### config.mk
export PLATFORM = sky130hd
export DESIGN_NAME = periodic_capture_channel_scheduler
export DESIGN_NICKNAME = d
export VERILOG_FILES = /design/src/rtl/core/pccs_pkg.sv /design/src/rtl/core/pccs_front.sv /design/src/rtl/core/pccs_exec.sv /design/src/rtl/core/pccs_tail.sv /design/src/rtl/core/periodic_capture_channel_scheduler.sv
export SDC_FILE = /design/constraint.sdc
export NUM_CORES = 2
export LEC_CHECK = 0
export BUFFER_PORTS_ARGS = -buffer_cell sky130_fd_sc_hd__buf_2
export CAP_MARGIN = 20
export CORE_ASPECT_RATIO = 1.4
export CORE_MARGIN = 2
export CORE_UTILIZATION = 44
export CTS_BUF_LIST = sky130_fd_sc_hd__clkbuf_16
export DETAILED_ROUTE_END_ITERATION = 12
export PLACE_DENSITY = 0.65
export SLEW_MARGIN = 20
export SYNTH_ARGS = -nofsm -noshare
export SYNTH_HDL_FRONTEND = slang
export SYNTH_SLANG_ARGS = --single-unit
### constraint.sdc
create_clock -name i_clk -period 9.09 [get_ports i_clk]
set_input_delay 0 -clock i_clk [delete_from_list [all_inputs] [get_ports i_clk]]
set_output_delay 0 -clock i_clk [all_outputs]
set_load 0.02 [all_outputs]
### src/rtl/core/pccs_pkg.sv
// Shared types and constants for the periodic capture channel scheduler.
package pccs_pkg;
    localparam int unsigned NUM_CH    = 16;
    localparam int unsigned CH_W      = 4;
    localparam int unsigned MAX_DEPTH = 256;
    localparam int unsigned PTR_W     = 8;
    localparam int unsigned CNT_W     = 9;
    localparam int unsigned PER_W     = 16;

    localparam logic [2:0] K_REG     = 3'd0;
    localparam logic [2:0] K_START   = 3'd1;
    localparam logic [2:0] K_TICK    = 3'd2;
    localparam logic [2:0] K_READ    = 3'd3;
    localparam logic [2:0] K_RESTART = 3'd4;

    localparam logic [1:0] ST_OK    = 2'd0;
    localparam logic [1:0] ST_UNREG = 2'd1;
    localparam logic [1:0] ST_NOFREE = 2'd2;
    localparam logic [1:0] ST_EMPTY = 2'd3;

    localparam logic [1:0] CS_IDLE = 2'd0;
    localparam logic [1:0] CS_CAPT = 2'd1;
    localparam logic [1:0] CS_STOP = 2'd2;

    typedef struct packed {
        logic [2:0]       kind;
        logic [CH_W-1:0]  channel;
        logic [PER_W-1:0] period;
        logic [CNT_W-1:0] capacity;
    } t_cmd;

    typedef struct packed {
        logic [1:0]       status;
        logic [CH_W-1:0]  channel;
        logic [PTR_W-1:0] slot;
        logic             captured;
        logic             ended;
        logic [1:0]       cstate;
        logic             last;
    } t_res;
endpackage

### src/rtl/core/pccs_front.sv
// Input word queue: accepts commands and buffers them for the executor.
module pccs_front (
    input  logic            i_clk,
    input  logic            i_rst_n,
    input  logic            i_push,
    output logic            o_full,
    input  pccs_pkg::t_cmd  i_cmd,
    output logic            o_valid,
    output pccs_pkg::t_cmd  o_cmd,
    input  logic            i_take
);
    import pccs_pkg::*;
    t_cmd       r_q [2];
    logic       r_wp, r_rp, n_wp, n_rp;
    logic [1:0] r_cnt, n_cnt;
    logic       w_in, w_out;

    assign o_full  = r_cnt == 2'd2;
    assign o_valid = r_cnt != 2'd0;
    assign o_cmd   = r_q[r_rp];
    assign w_in    = i_push && !o_full;
    assign w_out   = i_take && o_valid;

    always_comb begin
        n_wp  = r_wp ^ w_in;
        n_rp  = r_rp ^ w_out;
        n_cnt = r_cnt + {1'b0, w_in} - {1'b0, w_out};
    end

    always_ff @(posedge i_clk) begin
        if (w_in) begin
            r_q[r_wp] <= i_cmd;
        end
        if (!i_rst_n) begin
            r_wp <= 1'b0; r_rp <= 1'b0; r_cnt <= 2'd0;
        end else begin
            r_wp <= n_wp; r_rp <= n_rp; r_cnt <= n_cnt;
        end
    end
endmodule

### src/rtl/core/pccs_exec.sv
// Executor: channel state, tick walk and result output register.
module pccs_exec (
    input  logic            i_clk,
    input  logic            i_rst_n,
    input  logic            i_valid,
    input  pccs_pkg::t_cmd  i_cmd,
    output logic            o_take,
    output logic            o_empty,
    output pccs_pkg::t_res  o_res,
    input  logic            i_pop,
    output logic            o_done
);
    import pccs_pkg::*;
    typedef enum logic [1:0] {S_IDLE = 2'b01, S_TICK = 2'b10} t_state;

    t_state           r_st, n_st;
    logic [NUM_CH-1:0] r_reg, r_arm;
    logic [PER_W-1:0] r_tcnt [NUM_CH];
    logic [PER_W-1:0] r_per  [NUM_CH];
    logic [CNT_W-1:0] r_cap  [NUM_CH];
    logic [PTR_W-1:0] r_wptr [NUM_CH];
    logic [PTR_W-1:0] r_rptr [NUM_CH];
    logic [CNT_W-1:0] r_fill [NUM_CH];
    logic [CH_W-1:0]  r_idx;
    logic             r_ov;
    t_res             r_res;

    logic             w_slot_free;
    logic             w_go, w_tick_go;
    logic [CH_W-1:0]  w_ch, w_free;
    logic             w_has_free;
    logic [CNT_W-1:0] w_capsat;
    logic [PER_W-1:0] w_p, w_tn;
    logic [CNT_W-1:0] w_fn, w_fdec;
    logic [PTR_W:0]   w_wn, w_rn;
    logic             w_act, w_hit, w_end;

    assign o_empty = !r_ov;
    assign o_res   = r_res;
    assign w_slot_free = !r_ov || i_pop;
    assign w_go    = (r_st == S_IDLE) && i_valid && w_slot_free
                     && (i_cmd.kind != K_TICK);
    // A tick walk starts only once the previous word has left.
    assign w_tick_go = (r_st == S_IDLE) && i_valid && !r_ov
                       && (i_cmd.kind == K_TICK);
    assign o_take  = w_go || w_tick_go;
    assign o_done  = r_st == S_IDLE;
    assign w_ch    = i_cmd.channel;

    always_comb begin
        w_has_free = 1'b0;
        w_free     = '0;
        for (int i = NUM_CH - 1; i >= 0; i--) begin
            if (!r_reg[i]) begin
                w_has_free = 1'b1;
                w_free     = CH_W'(i);
            end
        end
        if (i_cmd.capacity == '0) w_capsat = CNT_W'(1);
        else if (i_cmd.capacity > CNT_W'(MAX_DEPTH)) w_capsat = CNT_W'(MAX_DEPTH);
        else w_capsat = i_cmd.capacity;
        w_p    = (r_per[r_idx] == '0) ? PER_W'(1) : r_per[r_idx];
        w_tn   = r_tcnt[r_idx] + PER_W'(1);
        w_act  = r_reg[r_idx] && r_arm[r_idx];
        w_hit  = w_act && (w_tn >= w_p);
        w_wn   = {1'b0, r_wptr[r_idx]} + (PTR_W+1)'(1);
        w_fn   = r_fill[r_idx] + CNT_W'(1);
        w_end  = w_fn >= r_cap[r_idx];
        w_rn   = {1'b0, r_rptr[w_ch]} + (PTR_W+1)'(1);
        w_fdec = r_fill[w_ch] - CNT_W'(1);
        n_st   = r_st;
        unique case (r_st)
            S_IDLE: if (w_tick_go) n_st = S_TICK;
            S_TICK: if (r_idx == CH_W'(NUM_CH - 1) && (!w_hit || w_slot_free))
                        n_st = S_IDLE;
            default: n_st = S_IDLE;
        endcase
    end

    always_ff @(posedge i_clk) begin
        if (!i_rst_n) begin
            r_st  <= S_IDLE;
            r_reg <= '0;
            r_arm <= '0;
            r_ov  <= 1'b0;
            r_idx <= '0;
            for (int i = 0; i < NUM_CH; i++) begin
                r_tcnt[i] <= '0; r_wptr[i] <= '0; r_rptr[i] <= '0; r_fill[i] <= '0;
            end
        end else begin
            r_st <= n_st;
            if (i_pop && r_ov) r_ov <= 1'b0;
            if (w_tick_go) begin
                r_idx <= '0;
            end
            if (w_go) begin
                r_ov  <= 1'b1;
                r_res <= '{status: ST_OK, channel: w_ch, slot: '0, captured: 1'b0,
                           ended: 1'b0, cstate: CS_IDLE, last: 1'b1};
                unique case (i_cmd.kind)
                    K_REG: begin
                        if (!w_has_free) begin
                            r_res.status  <= ST_NOFREE;
                            r_res.channel <= '0;
                        end else begin
                            r_reg[w_free]  <= 1'b1;
                            r_arm[w_free]  <= 1'b0;
                            r_per[w_free]  <= i_cmd.period;
                            r_cap[w_free]  <= w_capsat;
                            r_tcnt[w_free] <= '0;
                            r_wptr[w_free] <= '0;
                            r_rptr[w_free] <= '0;
                            r_fill[w_free] <= '0;
                            r_res.channel  <= w_free;
                        end
                    end
                    K_START, K_READ, K_RESTART: begin
                        if (!r_reg[w_ch]) begin
                            r_res.status <= ST_UNREG;
                        end else if (i_cmd.kind == K_START) begin
                            if (r_fill[w_ch] < r_cap[w_ch]) begin
                                r_arm[w_ch]  <= 1'b1;
                                r_res.cstate <= CS_CAPT;
                            end else begin
                                r_res.cstate <= r_arm[w_ch] ? CS_CAPT : CS_STOP;
                            end
                        end else if (i_cmd.kind == K_READ) begin
                            if (r_fill[w_ch] == '0) begin
                                r_res.status <= ST_EMPTY;
                                r_res.cstate <= r_arm[w_ch] ? CS_CAPT : CS_IDLE;
                            end else begin
                                r_res.slot   <= r_rptr[w_ch];
                                r_rptr[w_ch] <= (w_rn >= (PTR_W+1)'(r_cap[w_ch])) ? '0
                                                : w_rn[PTR_W-1:0];
                                r_fill[w_ch] <= w_fdec;
                                r_res.cstate <= r_arm[w_ch] ? CS_CAPT
                                                : ((w_fdec != '0) ? CS_STOP : CS_IDLE);
                            end
                        end else begin
                            r_arm[w_ch]  <= 1'b0;
                            r_per[w_ch]  <= i_cmd.period;
                            r_tcnt[w_ch] <= '0;
                            r_wptr[w_ch] <= '0;
                            r_rptr[w_ch] <= '0;
                            r_fill[w_ch] <= '0;
                        end
                    end
                    default: r_res.channel <= '0;
                endcase
            end
            if (r_st == S_TICK && (!w_hit || w_slot_free)) begin
                if (r_idx != CH_W'(NUM_CH - 1)) r_idx <= r_idx + CH_W'(1);
                if (w_act) r_tcnt[r_idx] <= w_hit ? '0 : w_tn;
                if (w_hit) begin
                    r_ov  <= 1'b1;
                    r_wptr[r_idx] <= (w_wn >= (PTR_W+1)'(r_cap[r_idx])) ? '0
                                     : w_wn[PTR_W-1:0];
                    r_fill[r_idx] <= w_fn;
                    if (w_end) r_arm[r_idx] <= 1'b0;
                    r_res <= '{status: ST_OK, channel: r_idx, slot: r_wptr[r_idx],
                               captured: 1'b1, ended: w_end,
                               cstate: w_end ? CS_STOP : CS_CAPT, last: 1'b0};
                end
            end
        end
    end

    // Last flag of a tick goes on the final capture; found once the walk ends.
    // Captures are held one step so the final one can be marked.
endmodule

### src/rtl/core/pccs_tail.sv
// One-word hold stage that marks the final capture of a tick walk.
module pccs_tail (
    input  logic            i_clk,
    input  logic            i_rst_n,
    input  logic            i_empty,
    input  pccs_pkg::t_res  i_res,
    output logic            o_pop,
    input  logic            i_done,
    output logic            o_empty,
    output pccs_pkg::t_res  o_res,
    input  logic            i_pop
);
    import pccs_pkg::*;
    logic r_v, r_ok;
    t_res r_h;
    logic w_pend, w_mv;

    // A held capture waits for the next word or the end of the walk to learn its last flag.
    assign w_pend  = r_v && !r_ok;
    assign o_empty = !(r_v && r_ok);
    assign o_res   = r_h;
    assign w_mv    = !i_empty && (!r_v || (r_ok && i_pop));
    assign o_pop   = w_mv;

    always_ff @(posedge i_clk) begin
        if (!i_rst_n) begin
            r_v  <= 1'b0;
            r_ok <= 1'b0;
        end else if (w_mv) begin
            r_v  <= 1'b1;
            r_ok <= !i_res.captured;
            r_h  <= i_res;
        end else if (w_pend) begin
            if (!i_empty) begin
                r_ok <= 1'b1;
                if (!i_res.captured) r_h.last <= 1'b1;
            end else if (i_done) begin
                r_ok     <= 1'b1;
                r_h.last <= 1'b1;
            end
        end else if (!o_empty && i_pop) begin
            r_v  <= 1'b0;
            r_ok <= 1'b0;
        end
    end
endmodule

### src/rtl/core/periodic_capture_channel_scheduler.sv
// Top level of the periodic capture channel scheduler.
// Usage:
//   Commands enter through a queue port (i_push / o_full) with fields
//   i_kind, i_channel, i_period, i_capacity. Results leave through a queue
//   port (o_empty / i_pop). Each command word gives one result word, except
//   a tick, which gives one word per capturing channel (possibly none), the
//   final one with o_last set.
// Flow: register, start, read and restart pass from the command queue
//   through the executor result register to the tail hold register.
//   A tick starts once the executor output is empty, then walks all 16
//   channels, one per cycle unless a capture waits for the result register;
//   the per-channel walk sets the throughput.
// A two-word command queue lets new commands be accepted while the
//   executor is busy or results wait.
// Reset (synchronous, i_rst_n low) unregisters and disarms all channels and
//   drops queued commands and results.
// When the receiver stalls, the tick walk pauses at the next capture and
//   the command queue fills, then o_full rises.
module periodic_capture_channel_scheduler (
    input  logic        i_clk,
    input  logic        i_rst_n,
    input  logic        i_push,
    output logic        o_full,
    input  logic [2:0]  i_kind,
    input  logic [3:0]  i_channel,
    input  logic [15:0] i_period,
    input  logic [8:0]  i_capacity,
    output logic        o_empty,
    input  logic        i_pop,
    output logic [1:0]  o_status,
    output logic [3:0]  o_result_channel,
    output logic [7:0]  o_slot,
    output logic        o_captured,
    output logic        o_capture_ended,
    output logic [1:0]  o_channel_state,
    output logic        o_last
);
    import pccs_pkg::*;
    t_cmd w_in, w_cmd;
    t_res w_xres, w_res;
    logic w_valid, w_take, w_xempty, w_xpop, w_done;

    assign w_in = '{kind: i_kind, channel: i_channel, period: i_period,
                    capacity: i_capacity};

    pccs_front u_front (
        .i_clk, .i_rst_n, .i_push, .o_full, .i_cmd(w_in),
        .o_valid(w_valid), .o_cmd(w_cmd), .i_take(w_take)
    );

    pccs_exec u_exec (
        .i_clk, .i_rst_n, .i_valid(w_valid), .i_cmd(w_cmd), .o_take(w_take),
        .o_empty(w_xempty), .o_res(w_xres), .i_pop(w_xpop), .o_done(w_done)
    );

    pccs_tail u_tail (
        .i_clk, .i_rst_n, .i_empty(w_xempty), .i_res(w_xres), .o_pop(w_xpop),
        .i_done(w_done), .o_empty, .o_res(w_res), .i_pop
    );

    assign o_status         = w_res.status;
    assign o_result_channel = w_res.channel;
    assign o_slot           = w_res.slot;
    assign o_captured       = w_res.captured;
    assign o_capture_ended  = w_res.ended;
    assign o_channel_state  = w_res.cstate;
    assign o_last           = w_res.last;
endmodule

==> impl_metrics.py <==
metrics = {
    "routing": {
        "first_iter_violations": 4005,
        "drc_errors": 0,
        "ant_nets": 0,
        "wirelength_mm": 158,
        "num_vias": 34300,
        "drt-pass1-iter-count": 8,
        "wl_per_cell_um": 28.5,
        "via_per_inst": 6.18,
    },
    "cells_and_area": {
        "fin_nets": 3917,
        "drive_gt1_share_pct": 20.6,
        "largestRegisters": "u_exec.r_per (256), u_exec.r_tcnt (256)",
        "areaGrowthSynthToFinish_pct": 12.0,
        "antenna_cells": 0,
        "nFillCells": 10500,
    },
    "critical_path": {
        "cp_common_cell": "a21oi_1",
        "cp_num_buf_inv": 1,
        "path_class": "reg2reg",
        "endpoint_kind": "flip-flop",
        "worst_r2r_path_depth": 17,
        "reg2reg_to": "u_exec.r_tcnt[8][1]",
        "arrival_ns": 7.53,
        "startpoint_type": "flip-flop",
        "critPathMaxStageDelay_ns": 0.87,
        "cp.depth": 17,
        "crit_chain": "buf_4 -> mux4_2 -> mux4_2 -> and3_1 -> nand3_1 -> nor2_1 -> xor2_1 -> ha_1 -> o21ai_0 -> a21oi_1 -> a211oi_1 -> nor2_1 -> a21oi_1 -> nor3_1 -> a21oi_1 -> or2_2 -> nand2_1",
        "cp_data_required_time_ns": 9.39,
        "r2r_slack_ns": 1.86,
        "crit_slowest_cell": "dfxtp_4",
        "path_max_fanout": 42,
        "cp_top_family": "compound AO/OA/AOI/OAI gates",
        "r2r_start": "u_exec.r_idx[0]",
    },
    "clock_network": {
        "htreeDepth": 3,
        "clk_path_buf_depth": 3,
        "clk_latency_ns": 0.77,
        "cts_buffers": 112,
        "cts_root_buffer": "clkbuf_16",
        "clock-sinks": 1204,
        "cts_tree": "yes",
        "clk_pin_slew_worst_paths_ns": 0.07,
    },
    "grt": {
        "grt_pass1_wl_mm": 232,
        "antenna_found_initial": 0,
        "grt_pass1_vias": 34400,
        "grt_util_all_layers_pct": 24.4,
        "grt_max_degree": 67,
        "overflow": 0,
    },
    "synth": {
        "synth.avg_cell_area_um2": 14.9,
        "synth.top_cell.area_share_pct": 62.6,
        "syn_nets": 3841,
        "syn_inst": 3740,
        "synth_commonest_cells": "1158 x edfxtp_1, 731 x nor2_1, 394 x mux4_2",
        "ys.flop_type": "edfxtp_1",
        "ys_ff_latch": 1204,
        "synth-seq-area-share_pct": 64.3,
        "synth_edf_count": 1158,
        "yosys.area.top_type": "edfxtp_1",
        "yosysUniqueCellTypes": 76,
        "synth_area_leaders": "edfxtp_1 63%, mux4_2 16%, nor2_1 4.9%",
        "synth_most_common_cell": "edfxtp_1",
        "synth_area_mm2": 0.0556,
        "ys_async_sr_fraction_pct": 0,
        "yosys_warnings": 0,
    },
    "die": {
        "core_region_area_mm2": 0.126,
        "fp.dieW_um": 304,
        "die-area_mm2": 0.129,
        "die-height_um": 424,
        "rows": 154,
        "pin_count": 57,
        "start_util_pct": 44.2,
    },
    "timing": {
        "setup_violations": 0,
        "rsz0062_at_grt": "false",
        "finalCritPeriodShare_pct": 79.5,
        "maxSlewHeadroom_pct": 24.6,
        "drv_slew": 0,
        "fin_ws_ns": 1.86,
        "finalHoldViolCount": 0,
        "max_freq_mhz": 138,
        "setup_tns_ns": 0,
        "worst_slew_pin_slew_ns": 1.13,
        "skew_ns": 0.0760,
        "finalCriticalPeriod_ns": 7.23,
    },
    "placement": {
        "hpwl_mm": 104,
        "io_buffers": 56,
        "finalWeightedCongestion": 0.962,
        "post-place-ws_ns": 1.97,
    },
    "flow_run": {
        "drv_cap": 0,
    },
    "power": {
        "leakage_nw": 20.0,
        "p_per_area_mw_per_mm2": 219,
        "irDropWorstVdd_mv": 0.182,
    },
    "min_path": {
        "hold_class": "in2reg",
        "min_path_cells": 2,
        "hold_path.startpoint": "i_kind[2]",
        "hold_end": "u_front.r_q[0][31]",
    },
    "run_status": {
        "status": "completed",
    },
}
## metrics by stage
stage	area (um^2)	instances	total power (W)	util [%]	hold WS, ns
6_report	62200	5552	0.0136	49.5	0.0576
5_1_grt	62200	5552	0.0141	49.5	0.0729
4_1_cts	62200	5552	0.0137	49.5	0.0268
3_5_place_dp	57800	5280	0.00886	46.0	0.191
3_3_place_gp	57800	5280	0.00882	46.0	0.189
2_1_floorplan	55600	3740	0.00812	-	0.0989
## timing repair
item / CTS / global route
hold buffers: 60 / 0
resized for setup: 0 / 0
setup buffers: 0 / 0
endpoints found under the hold margin: 81 / 0
## how the worst max path moves through the flow
| stage | from | to | slack [ns] |
|---|---|---|---|
| floorplan | u_exec.r_idx[0] | u_exec.r_fill[14][0] | 1.87 |
| global placement | u_exec.r_idx[0] | u_exec.r_tcnt[8][2] | 2.04 |
| detailed placement | u_exec.r_idx[0] | u_exec.r_tcnt[8][5] | 1.97 |
| CTS | u_exec.r_idx[0] | u_exec.r_fill[13][7] | 1.93 |
| global route | u_exec.r_idx[0] | u_exec.r_tcnt[8][11] | 1.36 |
| finish | u_exec.r_idx[0] | u_exec.r_tcnt[8][1] | 1.86 |
## worst reg2reg max path: stages, from the launching register on
cell	delay [ns]
dfxtp_4	0.87
buf_4	0.53
mux4_2	0.57
mux4_2	0.52
and3_1	0.21
nand3_1	0.21
nor2_1	0.09
xor2_1	0.20
ha_1	0.28
o21ai_0	0.19
a21oi_1	0.10
a211oi_1	0.48
nor2_1	0.22
a21oi_1	0.71
nor3_1	0.09
a21oi_1	0.55
or2_2	0.46
nand2_1	0.52
## logic make-up (layout without fill, tap and decap cells)
group | count (synthesis) | in the layout | share of synthesized area (%)
simple gates | 1306 | 1306 | 9.96
buf+inv | 317 | 491 | 2.34
xor+xnor | 45 | 45 | 0.709
compound gates | 354 | 354 | 4.23
mux | 449 | 449 | 17.0
fa+ha+maj | 65 | 65 | 1.46
flops | 1204 | 1204 | 64.3
## cell usage in the layout (no fill, tap or decap), types with 60 or more instances in the layout
master         Yosys  layout
inv_1             59      75
ha_1              65      63
clkbuf_16          0     112
mux4_2           394     394
edfxtp_1        1158    1158
dlygate4sd3_1      0      60
nand3_1           61      61
nor3_1            69      68
a21oi_1           62      61
buf_4              9     101
nor2_1           731     712
nand2_1          281     281
## metal layers
metal	wire length, um	part of all wire, %	global-route usage [%]
met1	57000	36	29.6
met4	8710	5.5	12.8
met2	81800	52	42.9
met5	0	0	0
met3	10600	6.7	2.97
## cell type report
cell class,count,area [um^2],share of cell area [%]
Multi-Input combinational cell,2219,18700,30.1
Inverter,60,228,0.366
Timing Repair Buffer,219,1690,2.72
Clock buffer,112,2800,4.51
Tap cell,1638,2050,3.30
Sequential cell,1204,35700,57.4
Clock inverter,100,1010,1.63
## power breakdown
part	switching, W	leakage (nW)	internal, W
Sequential	0.000120	11.7	0.00646
Clock	0.00217	1.87	0.00267
Combinational	0.00144	6.48	0.000781
Power figures use the tool's default switching activity.
